### src/rtl/ilsa_pkg.sv
// Types and constants of the list core
package ilsa_pkg;

    localparam int OP_W   = 2;
    localparam int IDX_W  = 5;
    localparam int VAL_W  = 32;
    localparam int STAT_W = 2;
    localparam int CNT_W  = 5;
    localparam int POS_W  = 4;

    typedef enum logic [OP_W-1:0] {
        OP_APPEND = 2'd0,
        OP_INSERT = 2'd1,
        OP_REMOVE = 2'd2,
        OP_DUMP   = 2'd3
    } t_op;

    typedef enum logic [STAT_W-1:0] {
        STAT_OK    = 2'd0,
        STAT_RANGE = 2'd1,
        STAT_FULL  = 2'd2,
        STAT_EMPTY = 2'd3
    } t_status;

    typedef enum logic {
        ST_IDLE = 1'b0,
        ST_DUMP = 1'b1
    } t_state;

    typedef enum logic [2:0] {
        SEL_HOLD  = 3'd0,
        SEL_LOAD  = 3'd1,
        SEL_LEFT  = 3'd2,
        SEL_RIGHT = 3'd3,
        SEL_FIRST = 3'd4
    } t_cell_sel;

endpackage

### src/rtl/ilsa_stream_if.sv
// Request and result channel interfaces of the list core
interface ilsa_in_if;
    logic                                valid;
    logic                                ready;
    logic [ilsa_pkg::OP_W-1:0]           operation;
    logic [ilsa_pkg::IDX_W-1:0]          index;
    logic signed [ilsa_pkg::VAL_W-1:0]   value;

    modport source (output valid, operation, index, value, input ready);
    modport sink   (input valid, operation, index, value, output ready);
endinterface

interface ilsa_out_if;
    logic                                valid;
    logic                                ready;
    logic [ilsa_pkg::STAT_W-1:0]         status;
    logic [ilsa_pkg::CNT_W-1:0]          count;
    logic signed [ilsa_pkg::VAL_W-1:0]   element;
    logic [ilsa_pkg::POS_W-1:0]          element_position;
    logic                                last;

    modport source (output valid, status, count, element, element_position, last,
                    input ready);
    modport sink   (input valid, status, count, element, element_position, last,
                    output ready);
endinterface

### src/rtl/ilsa_cell.sv
// One storage cell of the list chain
module ilsa_cell (
    input  logic                              i_clk,
    input  ilsa_pkg::t_cell_sel               i_sel,
    input  logic signed [ilsa_pkg::VAL_W-1:0] i_value,
    input  logic signed [ilsa_pkg::VAL_W-1:0] i_left,
    input  logic signed [ilsa_pkg::VAL_W-1:0] i_right,
    input  logic signed [ilsa_pkg::VAL_W-1:0] i_first,
    output logic signed [ilsa_pkg::VAL_W-1:0] o_data
);
    import ilsa_pkg::*;

    logic signed [VAL_W-1:0] r_data;
    logic signed [VAL_W-1:0] n_data;

    always_comb begin
        unique case (i_sel)
            SEL_HOLD:  n_data = r_data;
            SEL_LOAD:  n_data = i_value;
            SEL_LEFT:  n_data = i_left;
            SEL_RIGHT: n_data = i_right;
            SEL_FIRST: n_data = i_first;
            default:   n_data = r_data;
        endcase
    end

    always_ff @(posedge i_clk) begin
        r_data <= n_data;
    end

    assign o_data = r_data;

endmodule

### src/rtl/indexed_list_shift_array_core.sv
// Top level of the fixed-capacity ordered list core
//
// Channels: i_in carries one request beat (operation, index, value); o_out
// carries result beats (status, count, element, element_position, last).
// Append, insert and remove: the request is accepted, every
// cell of the chain shifts or loads at once, and the single result beat is
// valid in the next cycle. One such request per cycle is sustained while
// the receiver keeps up.
// Dump of N entries: the request is accepted, then one entry beat per cycle
// unless stalled, last set on the final one; requests are not taken meanwhile.
// The chain rotates its live entries toward the head cell once per beat, so
// the rate is set by that single head read; after N rotations the order is
// restored. A dump of an empty list gives one beat with status empty.
// Reset clears the entry count, the controller and the output valid flag;
// cell contents stay as they were and are never read before written.
// A stall on o_out holds the result register and the chain; a new request
// is taken only when the result register is empty or drains in that cycle.
module indexed_list_shift_array_core #(
    parameter int CAPACITY = 16
) (
    input  logic       i_clk,
    input  logic       i_rst_n,
    ilsa_in_if.sink    i_in,
    ilsa_out_if.source o_out
);
    import ilsa_pkg::*;

    localparam int CW   = $clog2(CAPACITY + 1);
    localparam int AW   = $clog2(CAPACITY);
    localparam int CMPW = (CW > IDX_W) ? CW : IDX_W;

    t_state                  r_state;
    t_state                  n_state;
    logic [CW-1:0]           r_count;
    logic [CW-1:0]           n_count;
    logic [AW-1:0]           r_pos;
    logic [AW-1:0]           n_pos;

    logic                    r_ov;
    logic                    n_ov;
    t_status                 r_status;
    t_status                 n_status;
    logic [CNT_W-1:0]        r_ocount;
    logic [CNT_W-1:0]        n_ocount;
    logic signed [VAL_W-1:0] r_elem;
    logic signed [VAL_W-1:0] n_elem;
    logic [POS_W-1:0]        r_epos;
    logic [POS_W-1:0]        n_epos;
    logic                    r_last;
    logic                    n_last;

    logic                    slot_free;
    logic                    in_fire;
    logic                    dump_step;
    logic                    dump_last;
    logic                    full;
    logic [CMPW-1:0]         idx_x;
    logic [CMPW-1:0]         cnt_x;
    logic [CMPW-1:0]         ins_pos;
    logic                    do_ins;
    logic                    do_rem;
    t_status                 req_status;
    t_op                     op;

    t_cell_sel               w_sel  [CAPACITY];
    logic signed [VAL_W-1:0] w_cell [CAPACITY];

    assign op        = t_op'(i_in.operation);
    assign slot_free = !r_ov || o_out.ready;
    assign i_in.ready = (r_state == ST_IDLE) && slot_free;
    assign in_fire   = i_in.valid && i_in.ready;
    assign dump_step = (r_state == ST_DUMP) && slot_free;
    assign dump_last = (CW'(r_pos) + CW'(1)) == r_count;
    assign full      = r_count == CW'(CAPACITY);
    assign idx_x     = CMPW'(i_in.index);
    assign cnt_x     = CMPW'(r_count);

    // request decode
    always_comb begin
        req_status = STAT_OK;
        do_ins     = 1'b0;
        do_rem     = 1'b0;
        ins_pos    = cnt_x;
        unique case (op)
            OP_APPEND: begin
                if (full) begin
                    req_status = STAT_FULL;
                end else begin
                    do_ins = in_fire;
                end
            end
            OP_INSERT: begin
                ins_pos = idx_x;
                if (idx_x > cnt_x) begin
                    req_status = STAT_RANGE;
                end else if (full) begin
                    req_status = STAT_FULL;
                end else begin
                    do_ins = in_fire;
                end
            end
            OP_REMOVE: begin
                if (idx_x >= cnt_x) begin
                    req_status = STAT_RANGE;
                end else begin
                    do_rem = in_fire;
                end
            end
            OP_DUMP: begin
                req_status = (r_count == '0) ? STAT_EMPTY : STAT_OK;
            end
            default: req_status = STAT_OK;
        endcase
    end

    // per-cell move select
    always_comb begin
        for (int i = 0; i < CAPACITY; i++) begin
            w_sel[i] = SEL_HOLD;
            if (do_ins) begin
                if (CMPW'(i) == ins_pos) begin
                    w_sel[i] = SEL_LOAD;
                end else if (CMPW'(i) > ins_pos && CMPW'(i) <= cnt_x) begin
                    w_sel[i] = SEL_LEFT;
                end
            end else if (do_rem) begin
                if (CMPW'(i) >= idx_x && CMPW'(i + 1) < cnt_x) begin
                    w_sel[i] = SEL_RIGHT;
                end
            end else if (dump_step) begin
                if (CMPW'(i + 1) < cnt_x) begin
                    w_sel[i] = SEL_RIGHT;
                end else if (CMPW'(i + 1) == cnt_x) begin
                    w_sel[i] = SEL_FIRST;
                end
            end
        end
    end

    for (genvar g = 0; g < CAPACITY; g++) begin : g_cell
        logic signed [VAL_W-1:0] w_left;
        logic signed [VAL_W-1:0] w_right;
        if (g == 0) begin : g_head
            assign w_left = '0;
        end else begin : g_body
            assign w_left = w_cell[g-1];
        end
        if (g == CAPACITY - 1) begin : g_tail
            assign w_right = '0;
        end else begin : g_inner
            assign w_right = w_cell[g+1];
        end
        ilsa_cell u_cell (
            .i_clk   (i_clk),
            .i_sel   (w_sel[g]),
            .i_value (i_in.value),
            .i_left  (w_left),
            .i_right (w_right),
            .i_first (w_cell[0]),
            .o_data  (w_cell[g])
        );
    end

    // next state
    always_comb begin
        n_state = r_state;
        unique case (r_state)
            ST_IDLE: begin
                if (in_fire && op == OP_DUMP && r_count != '0) begin
                    n_state = ST_DUMP;
                end
            end
            ST_DUMP: begin
                if (dump_step && dump_last) begin
                    n_state = ST_IDLE;
                end
            end
            default: n_state = ST_IDLE;
        endcase
    end

    // result register and counters
    always_comb begin
        n_ov     = r_ov && !o_out.ready;
        n_status = r_status;
        n_ocount = r_ocount;
        n_elem   = r_elem;
        n_epos   = r_epos;
        n_last   = r_last;
        n_count  = r_count;
        n_pos    = r_pos;
        if (do_ins) begin
            n_count = r_count + CW'(1);
        end else if (do_rem) begin
            n_count = r_count - CW'(1);
        end
        if (in_fire) begin
            n_pos = '0;
            if (op != OP_DUMP || r_count == '0) begin
                n_ov     = 1'b1;
                n_status = req_status;
                n_ocount = CNT_W'(n_count);
                n_elem   = '0;
                n_epos   = '0;
                n_last   = 1'b1;
            end
        end else if (dump_step) begin
            n_ov     = 1'b1;
            n_status = STAT_OK;
            n_ocount = CNT_W'(r_count);
            n_elem   = w_cell[0];
            n_epos   = POS_W'(r_pos);
            n_last   = dump_last;
            n_pos    = r_pos + AW'(1);
        end
    end

    always_ff @(posedge i_clk) begin
        if (!i_rst_n) begin
            r_state <= ST_IDLE;
            r_count <= '0;
            r_pos   <= '0;
            r_ov    <= 1'b0;
        end else begin
            r_state <= n_state;
            r_count <= n_count;
            r_pos   <= n_pos;
            r_ov    <= n_ov;
        end
    end

    always_ff @(posedge i_clk) begin
        r_status <= n_status;
        r_ocount <= n_ocount;
        r_elem   <= n_elem;
        r_epos   <= n_epos;
        r_last   <= n_last;
    end

    assign o_out.valid            = r_ov;
    assign o_out.status           = r_status;
    assign o_out.count            = r_ocount;
    assign o_out.element          = r_elem;
    assign o_out.element_position = r_epos;
    assign o_out.last             = r_last;

endmodule

### src/flat_wrapper.sv
// flat-port wrapper written by rule: the top's interface ports become plain ports
module indexed_list_shift_array_core_flat import ilsa_pkg::*;
#(
    parameter int CAPACITY = 16
)
  (i_clk, i_rst_n, i_in_valid, i_in_operation, i_in_index, i_in_value, i_in_ready, o_out_valid, o_out_status, o_out_count, o_out_element, o_out_element_position, o_out_last, o_out_ready);
  ilsa_in_if i_in_i ();
  ilsa_out_if o_out_i ();
  input  logic i_clk;
  input  logic i_rst_n;
  input wire logic [$bits(i_in_i.valid)-1:0] i_in_valid;
  input wire logic [$bits(i_in_i.operation)-1:0] i_in_operation;
  input wire logic [$bits(i_in_i.index)-1:0] i_in_index;
  input wire logic [$bits(i_in_i.value)-1:0] i_in_value;
  output wire logic [$bits(i_in_i.ready)-1:0] i_in_ready;
  output wire logic [$bits(o_out_i.valid)-1:0] o_out_valid;
  output wire logic [$bits(o_out_i.status)-1:0] o_out_status;
  output wire logic [$bits(o_out_i.count)-1:0] o_out_count;
  output wire logic [$bits(o_out_i.element)-1:0] o_out_element;
  output wire logic [$bits(o_out_i.element_position)-1:0] o_out_element_position;
  output wire logic [$bits(o_out_i.last)-1:0] o_out_last;
  input wire logic [$bits(o_out_i.ready)-1:0] o_out_ready;
  assign i_in_i.valid = i_in_valid;
  assign i_in_i.operation = i_in_operation;
  assign i_in_i.index = i_in_index;
  assign i_in_i.value = i_in_value;
  assign i_in_ready = i_in_i.ready;
  assign o_out_valid = o_out_i.valid;
  assign o_out_status = o_out_i.status;
  assign o_out_count = o_out_i.count;
  assign o_out_element = o_out_i.element;
  assign o_out_element_position = o_out_i.element_position;
  assign o_out_last = o_out_i.last;
  assign o_out_i.ready = o_out_ready;
  indexed_list_shift_array_core #(.CAPACITY(CAPACITY)) u_core (.i_clk(i_clk), .i_rst_n(i_rst_n), .i_in(i_in_i), .o_out(o_out_i));
endmodule
### config.mk
export PLATFORM = sky130hd
export DESIGN_NAME = indexed_list_shift_array_core_flat
export DESIGN_NICKNAME = d
export VERILOG_FILES = /design/src/rtl/ilsa_pkg.sv /design/src/rtl/ilsa_stream_if.sv /design/src/rtl/ilsa_cell.sv /design/src/rtl/indexed_list_shift_array_core.sv /design/src/flat_wrapper.sv
export SDC_FILE = /design/constraint.sdc
export NUM_CORES = 1
export LEC_CHECK = 0
export ABC_AREA = 1
export CAP_MARGIN = 5
export CORE_UTILIZATION = 35
export DETAILED_ROUTE_END_ITERATION = 8
export DONT_BUFFER_PORTS = 1
export GPL_ROUTABILITY_DRIVEN = 0
export HOLD_SLACK_MARGIN = 0.15
export MAX_ROUTING_LAYER = met4
export PLACE_DENSITY = 0.45
export SETUP_SLACK_MARGIN = 0.05
export SKIP_CTS_REPAIR_TIMING = 1
export SYNTH_ARGS = -nofsm -noshare
export SYNTH_HDL_FRONTEND = slang
export SYNTH_SLANG_ARGS = --single-unit
### constraint.sdc
create_clock -name i_clk -period 7.78 [get_ports i_clk]
set_input_delay 0.778 -clock i_clk [delete_from_list [all_inputs] [get_ports i_clk]]
set_output_delay 0.778 -clock i_clk [all_outputs]
set_load 0.05 [all_outputs]
**After elaboration in Yosys (flattened, before gate mapping)**

Cells that the tools add are included.

- $mul: 0
- Bitwise logic cells: 2
- Multiplexer cells: 178
- Divide/modulo/power cells: 0
- Shift-type cells: 0
- Add/sub/neg operators: 4
- Equality and inequality tests: 101
- $lt $le $gt $ge: 66
- Reductions and logical operators: 67

Operator list:

| kind | count |
|---|---|
| 32-bit one-hot mux with 4 select lines | 14 |
| 3-bit 2-to-1 mux | 96 |
| 32-bit one-hot mux with 3 select lines | 2 |
| 3-bit by 2-bit equality test with 1-bit output, second input constant | 32 |
| 32-bit 2-to-1 mux | 3 |
| 4-bit by 5-bit equality test with 1-bit output, first input constant | 16 |
| 2-bit 2-to-1 mux | 38 |
| 4-bit nonzero test | 14 |
| 3-bit by 1-bit equality test with 1-bit output, second input constant | 16 |
| 3-bit equality test, second input constant | 15 |
| 3-bit by 5-bit equality test with 1-bit output, first input constant | 8 |
| 4-bit by 5-bit >= comparator with 1-bit output, first input constant | 8 |
| 4-bit by 5-bit greater-than comparator with 1-bit output, first input constant | 8 |
| 4-bit by 5-bit <= comparator with 1-bit output, first input constant | 8 |
| 4-bit by 5-bit < comparator with 1-bit output, first input constant | 8 |
| 1-bit logical AND | 39 |
| 5-bit 2-to-1 mux | 6 |
| 2-bit by 5-bit equality test with 1-bit output, first input constant | 4 |
| 3-bit by 5-bit >= comparator with 1-bit output, first input constant | 4 |
| 3-bit by 5-bit greater-than comparator with 1-bit output, first input constant | 4 |
| 3-bit by 5-bit <= comparator with 1-bit output, first input constant | 4 |
| 3-bit by 5-bit < comparator with 1-bit output, first input constant | 4 |
| 1-bit 2-to-1 mux | 13 |
| 4-bit 2-to-1 mux | 3 |
| other kinds (34) | 51 |

- Bits in latches: 0
- Memory bits (read-only): 0
- Register bits: 567
- Bits in writable memories: 0
- Memories: 0
- Output and inout bits: 46

**Longest topological paths before layout**

- Depth after elaboration: 11
- Mapped depth: 19
- Mapped depth without buffers: 16

**Cells and area by module**

Synthesis repeated with hierarchy kept, for this count alone.

- Cells, all modules: 5,674
- Area total of the unflattened synthesis: 41,760.1 µm²

By module, submodules not included:

| module | instances | cells an instance | sequential area each (µm²) | area an instance (µm²) |
|---|---|---|---|---|
| ilsa_cell | 16 | 322 | 960.9 | 2,369.8 |
| indexed_list_shift_array_core | 1 | 522 | 1,541.5 | 3,843.7 |

**Worst setup path after synthesis**

Ideal clock, no wire load.

- Path type: input port to flip-flop
- Start: in i_in_index[4]
- End: reg u_core.g_cell[3].u_cell.r_data[0] (enable)
- Arrival time: 4,539 ps
- Setup slack: 2,775 ps
- Path buffers: 3
- Stages: 12
- Path through: ha_1 > nand2_1 > nor2_2 > nand2_1 > nand3_1 > nand2_4 > inv_2 > buf_6 > buf_2 > buf_2 > nand2_1 > o21ai_0

- Word-level cells in the longest chain between the ends: 8
- Elaborated cells between the ends (all ways): 22
- Classes of those cells: order compare (4); eq/ne (5); mux (10); reduce/logical (3)

Ends and longest elaborated chain:

| item | RTL line | text |
|---|---|---|
| from (decl) | flat_wrapper.sv:13 | `input wire logic [$bits(i_in_i.index)-1:0] i_in_index;` |
| 5-bit 2-to-1 mux | indexed_list_shift_array_core.sv:84 | `unique case (op)` |
| 2-bit by 5-bit greater-than comparator with 1-bit output | indexed_list_shift_array_core.sv:123 | `end else if (CMPW'(i) > ins_pos && CMPW'(i) <= cnt_x) begin` |
| 1-bit logical AND | indexed_list_shift_array_core.sv:123 |  |
| 2-bit 2-to-1 mux | indexed_list_shift_array_core.sv:123 |  |
| 3-bit 2-to-1 mux | indexed_list_shift_array_core.sv:121 | `if (CMPW'(i) == ins_pos) begin` |
| 3-bit 2-to-1 mux (*) | indexed_list_shift_array_core.sv:120 | `if (do_ins) begin` |
| 3-bit equality test (tied with other cells) | ilsa_cell.sv:17 | `unique case (i_sel)` |
| 4-bit nonzero test (no source line) (*) | n/a |  |
| to (signal assigned) | ilsa_cell.sv:28 | `r_data <= n_data;` |
| to (decl) | ilsa_cell.sv:13 | `logic signed [VAL_W-1:0] r_data;` |

Mark *: on every way between the ends. The rest lies on a longest branch, timed or not.
A chain may end at the register's enable or synchronous reset.

**Worst setup path after layout**

- Start: reg u_core.r_count[4], in the netlist u_core.cnt_x[4]
- End: reg u_core.g_cell[12].u_cell.r_data[15] (enable)

- Word-level cells in the longest chain between the ends: 8
- Elaborated cells between the ends (all ways): 29
- Classes of those cells: order compare (5); eq/ne (7); mux (14); reduce/logical (3)

Ends and longest elaborated chain:

| item | RTL line | text |
|---|---|---|
| from (decl) | indexed_list_shift_array_core.sv:34 | `logic [CW-1:0] r_count;` |
| from (signal assigned) | indexed_list_shift_array_core.sv:226 | `r_count <= n_count;` |
| 5-bit 2-to-1 mux / 4-bit by 5-bit equality test with 1-bit output (equally long branches) | indexed_list_shift_array_core.sv:84, indexed_list_shift_array_core.sv:133 |  |
| 4-bit by 5-bit greater-than comparator with 1-bit output / 3-bit 2-to-1 mux (equally long branches) | indexed_list_shift_array_core.sv:123, indexed_list_shift_array_core.sv:133 |  |
| 1-bit logical AND / 3-bit 2-to-1 mux (equally long branches) | indexed_list_shift_array_core.sv:123, indexed_list_shift_array_core.sv:131 |  |
| 2-bit 2-to-1 mux / 3-bit 2-to-1 mux (equally long branches) | indexed_list_shift_array_core.sv:123, indexed_list_shift_array_core.sv:130 |  |
| 3-bit 2-to-1 mux, on equally long branches | indexed_list_shift_array_core.sv:121, indexed_list_shift_array_core.sv:126 |  |
| 3-bit 2-to-1 mux (*) | indexed_list_shift_array_core.sv:120 |  |
| 3-bit equality test (tied with other cells) | ilsa_cell.sv:17 |  |
| 4-bit nonzero test (no source line) (*) | n/a |  |
| to (signal assigned) | ilsa_cell.sv:28 |  |
| to (decl) | ilsa_cell.sv:13 |  |

Marks and branches as above.

==> results.sh <==
export IMPL_pwr_share_seq_pct=47.7
export IMPL_drive_gt1_share_pct=7.50
export IMPL_powerDensity_mw_per_mm2=210
export IMPL_cap_viol_max_count=0
export IMPL_synth_cells=4124
export IMPL_crit_path_start_kind="flip-flop"
export IMPL_period_minus_slack_ns=4.90
export IMPL_placed_area_mm2=0.0344
export IMPL_worstSetupPathType="reg2reg"
export IMPL_cts_sinks=567
export IMPL_final_cell_mix="nand2_1 (1206), edfxtp_1 (556), nor2_1 (463)"
export IMPL_synth_largest_area_cell="edfxtp_1"
export IMPL_cp_arrival_ns=5.04
export IMPL_final_common_cell="nand2_1"
export IMPL_crit_start="u_core.cnt_x[4]"
export IMPL_synth_area_leaders="edfxtp_1 (50%), nand2_1 (14%), nor2_1 (5.3%), nand3_1 (5.2%), inv_1 (4.0%)"
export IMPL_switchingPower_w=0.00211
export IMPL_r2r_start="u_core.cnt_x[4]"
export IMPL_critical_path_slowest_cell="nand2_2"
export IMPL_cts_tree="yes"
export IMPL_cts_root_buffer="clkbuf_16"
export IMPL_critPathRequiredTime_ns=7.92
export IMPL_clk_path_buf_depth=3
export IMPL_portBuffers=0
export IMPL_wl_met3_um=6200
export IMPL_die_area_mm2=0.0959
export IMPL_grt_max_degree=66
export IMPL_clk_pin_slew_ns=0.06
export IMPL_m1WireLength_um=55100
export IMPL_max_slew_margin_pct=20.9
export IMPL_ir_drop_mv=0.147
export IMPL_grt_overflow=0
export IMPL_worstSetupEndpointType="flip-flop"
export IMPL_rsz0062_at_grt="false"
export IMPL_finalCritPeriodShare_pct=63.0
export IMPL_rr_worst_depth=12
export IMPL_htreeDepth=3
export IMPL_design_area_mm2=0.0367
export IMPL_wl_per_cell_um=24.3
export IMPL_start_util_pct=35.4
export IMPL_final_nets=4029
export IMPL_syn_area_mm2=0.0331
export IMPL_core_area_mm2=0.0936
export IMPL_die_y_um=310
export IMPL_setup_tns_ns=0
export IMPL_grt_pass1_vias=29459
export IMPL_hp_class="in2reg"
export IMPL_finClkSkew_ns=0.0206
export IMPL_path_cells="inv_2 -> ha_1 -> nand2_1 -> nor2_2 -> nand2_1 -> nand3_2 -> buf_4 -> o21a_1 -> buf_4 -> nand3_2 -> inv_2 -> nand2_2"
export IMPL_clock_latency_ns=0.64
export IMPL_num_rows=112
export IMPL_r2r_end="u_core.g_cell[12].u_cell.o_data[15]"
export IMPL_timing_fmax_mhz=204
export IMPL_finalHoldViolCount=0
export IMPL_drt_pass1_iter_count=6
export IMPL_top_layer="met4"
export IMPL_slowest_delay_ns=0.78
export IMPL_status="finished clean"
export IMPL_worstPathMaxFanout=33
export IMPL_dr_total_vias=28970
export IMPL_comb_power_share_pct=9.2
export IMPL_wl_met2_um=62200
export IMPL_yosysUniqueCellTypes=48
export IMPL_routed_via_density=5.48
export IMPL_cellLeakagePower_nw=15.2
export IMPL_drt_iter0_drc=2283
export IMPL_area_growth_pct=10.7
export IMPL_drc=0
export IMPL_yosys_warnings=0
export IMPL_wl_um=128000
export IMPL_tightest_slew_ns=1.18
export IMPL_synth_top_cell_area_share_pct=50.4
export IMPL_worstHoldStart="i_rst_n"
export IMPL_final_max_slew_viol_count=0
export IMPL_final_antenna_net_count=0
export IMPL_grt_use_total_pct=27.5
export IMPL_io_pins=89
export IMPL_intPower_w=0.00560
export IMPL_endpoint="u_core.g_cell[12].u_cell.o_data[15]"
export IMPL_r2r_setup_slack_ns=2.88
export IMPL_antenna_found_initial=0
export IMPL_die_x_um=310
export IMPL_synth_fp_nets=4178
export IMPL_dp_hpwl_um=87400
export IMPL_setup_viol=0
export IMPL_ys_seq_area_share_pct=51.0
export IMPL_grt_pass1_wl_um=192000
export IMPL_power_share_clock_pct=43.1
export IMPL_ys_ff_latch=567
export IMPL_swShare_pct=27.4
export IMPL_synth_avg_cell_area_um2=8.04
export IMPL_cts_made_buffers=72
-- power groups by stage --
stage / Clock, W / Sequential [W] / Combinational [W]
after floorplan: 0 / 0.00372 / 0.000498
after global placement: 0 / 0.00374 / 0.000699
after detailed placement: 0 / 0.00374 / 0.000705
after CTS: 0.00339 / 0.00368 / 0.000707
after global routing: 0.00349 / 0.00369 / 0.000786
final: 0.00333 / 0.00368 / 0.000711
-- worst min-delay path by stage --
stage | to | slack (ns) | cells after the start
detailed placement | u_core.r_state | 0.48 | 2
floorplan | u_core.r_state | 0.46 | 2
finish | u_core.cnt_x[2] | 0.32 | 1
global route | u_core.cnt_x[2] | 0.30 | 1
global placement | u_core.r_state | 0.48 | 2
CTS | u_core.cnt_x[2] | 0.29 | 1
-- worst max-delay path: cells and delay by family (launching register included) --
| family | cells | cell delay (ns) |
|---|---|---|
| fa+ha+maj | 1 | 0.36 |
| compound gates | 1 | 0.16 |
| buf+inv | 4 | 1.66 |
| simple gates | 6 | 1.50 |
| flops | 1 | 0.68 |
-- layer usage --
layer,track usage (%),vias to the layer above
met2,45.8,932
met3,3.29,230
li1,-,13580
met1,34.2,14228
met5,-,-
met4,10.3,0
-- per-stage QoR --
step | setup WS [ns] | hold slack, ns | total power (W) | cells | utilization [%]
after floorplan | 2.78 | 0.462 | 0.00422 | 4124 | -
after global placement | 2.81 | 0.478 | 0.00444 | 5155 | 36.8
after detailed placement | 2.74 | 0.483 | 0.00444 | 5155 | 36.8
after CTS | 2.83 | 0.285 | 0.00777 | 5283 | 39.2
after global routing | 2.51 | 0.303 | 0.00796 | 5283 | 39.2
final | 2.88 | 0.319 | 0.00771 | 5285 | 39.2
-- cell type report --
class,count,area (µm²)
clock inverter,44,393
fill,9789,56900
antenna,2,5.00
sequential,567,16900
inverter,381,1440
clock buffer,84,1850
tap,1254,1570
multi-input combinational,2850,13700
timing repair buffer,103,773
-- cells by family (layout without fill, tap and decap cells) --
family | Yosys count | after routing | share of synthesized area (%)
and+or+nand+nor | 2306 | 2306 | 29.9
buffers and inverters | 707 | 612 | 8.61
DFF | 567 | 567 | 51.0
AOI/OAI and AO/OA | 522 | 522 | 9.74
adders and majority gates | 11 | 11 | 0.415
xor gates and xnor gates | 11 | 11 | 0.291
other | 0 | 2 | 0
-- synthesized netlist by cell type, drive strengths merged --
library cell / n
a211oi: 1
a21oi: 54
a22oi: 32
and2: 1
and3: 6
buf: 135
clkbuf: 191
clkinv: 9
dfxtp: 11
edfxtp: 556
ha: 11
inv: 372
nand2: 1219
nand3: 346
nand3b: 53
nand4: 165
nor2: 482
nor3: 30
nor4: 1
o2111ai: 2
o211ai: 12
o21a: 92
o21ai: 167
o221ai: 2
o22ai: 156
o31ai: 4
or2: 3
xnor2: 2
xor2: 9
-- state kept, by name (all words and copies together) (netlist names) --
signal,cells
u_core.g_cell.u_cell.o_data,512
u_core.o_out.element,32
u_core.cnt_x,5
u_core.o_out.count,5
u_core.o_out.element_position,4
u_core.r_pos,4
u_core.o_out.status,2
u_core.o_out.last,1
u_core.o_out.valid,1
u_core.r_state,1
No activity file was read; power rests on OpenSTA's default activity.
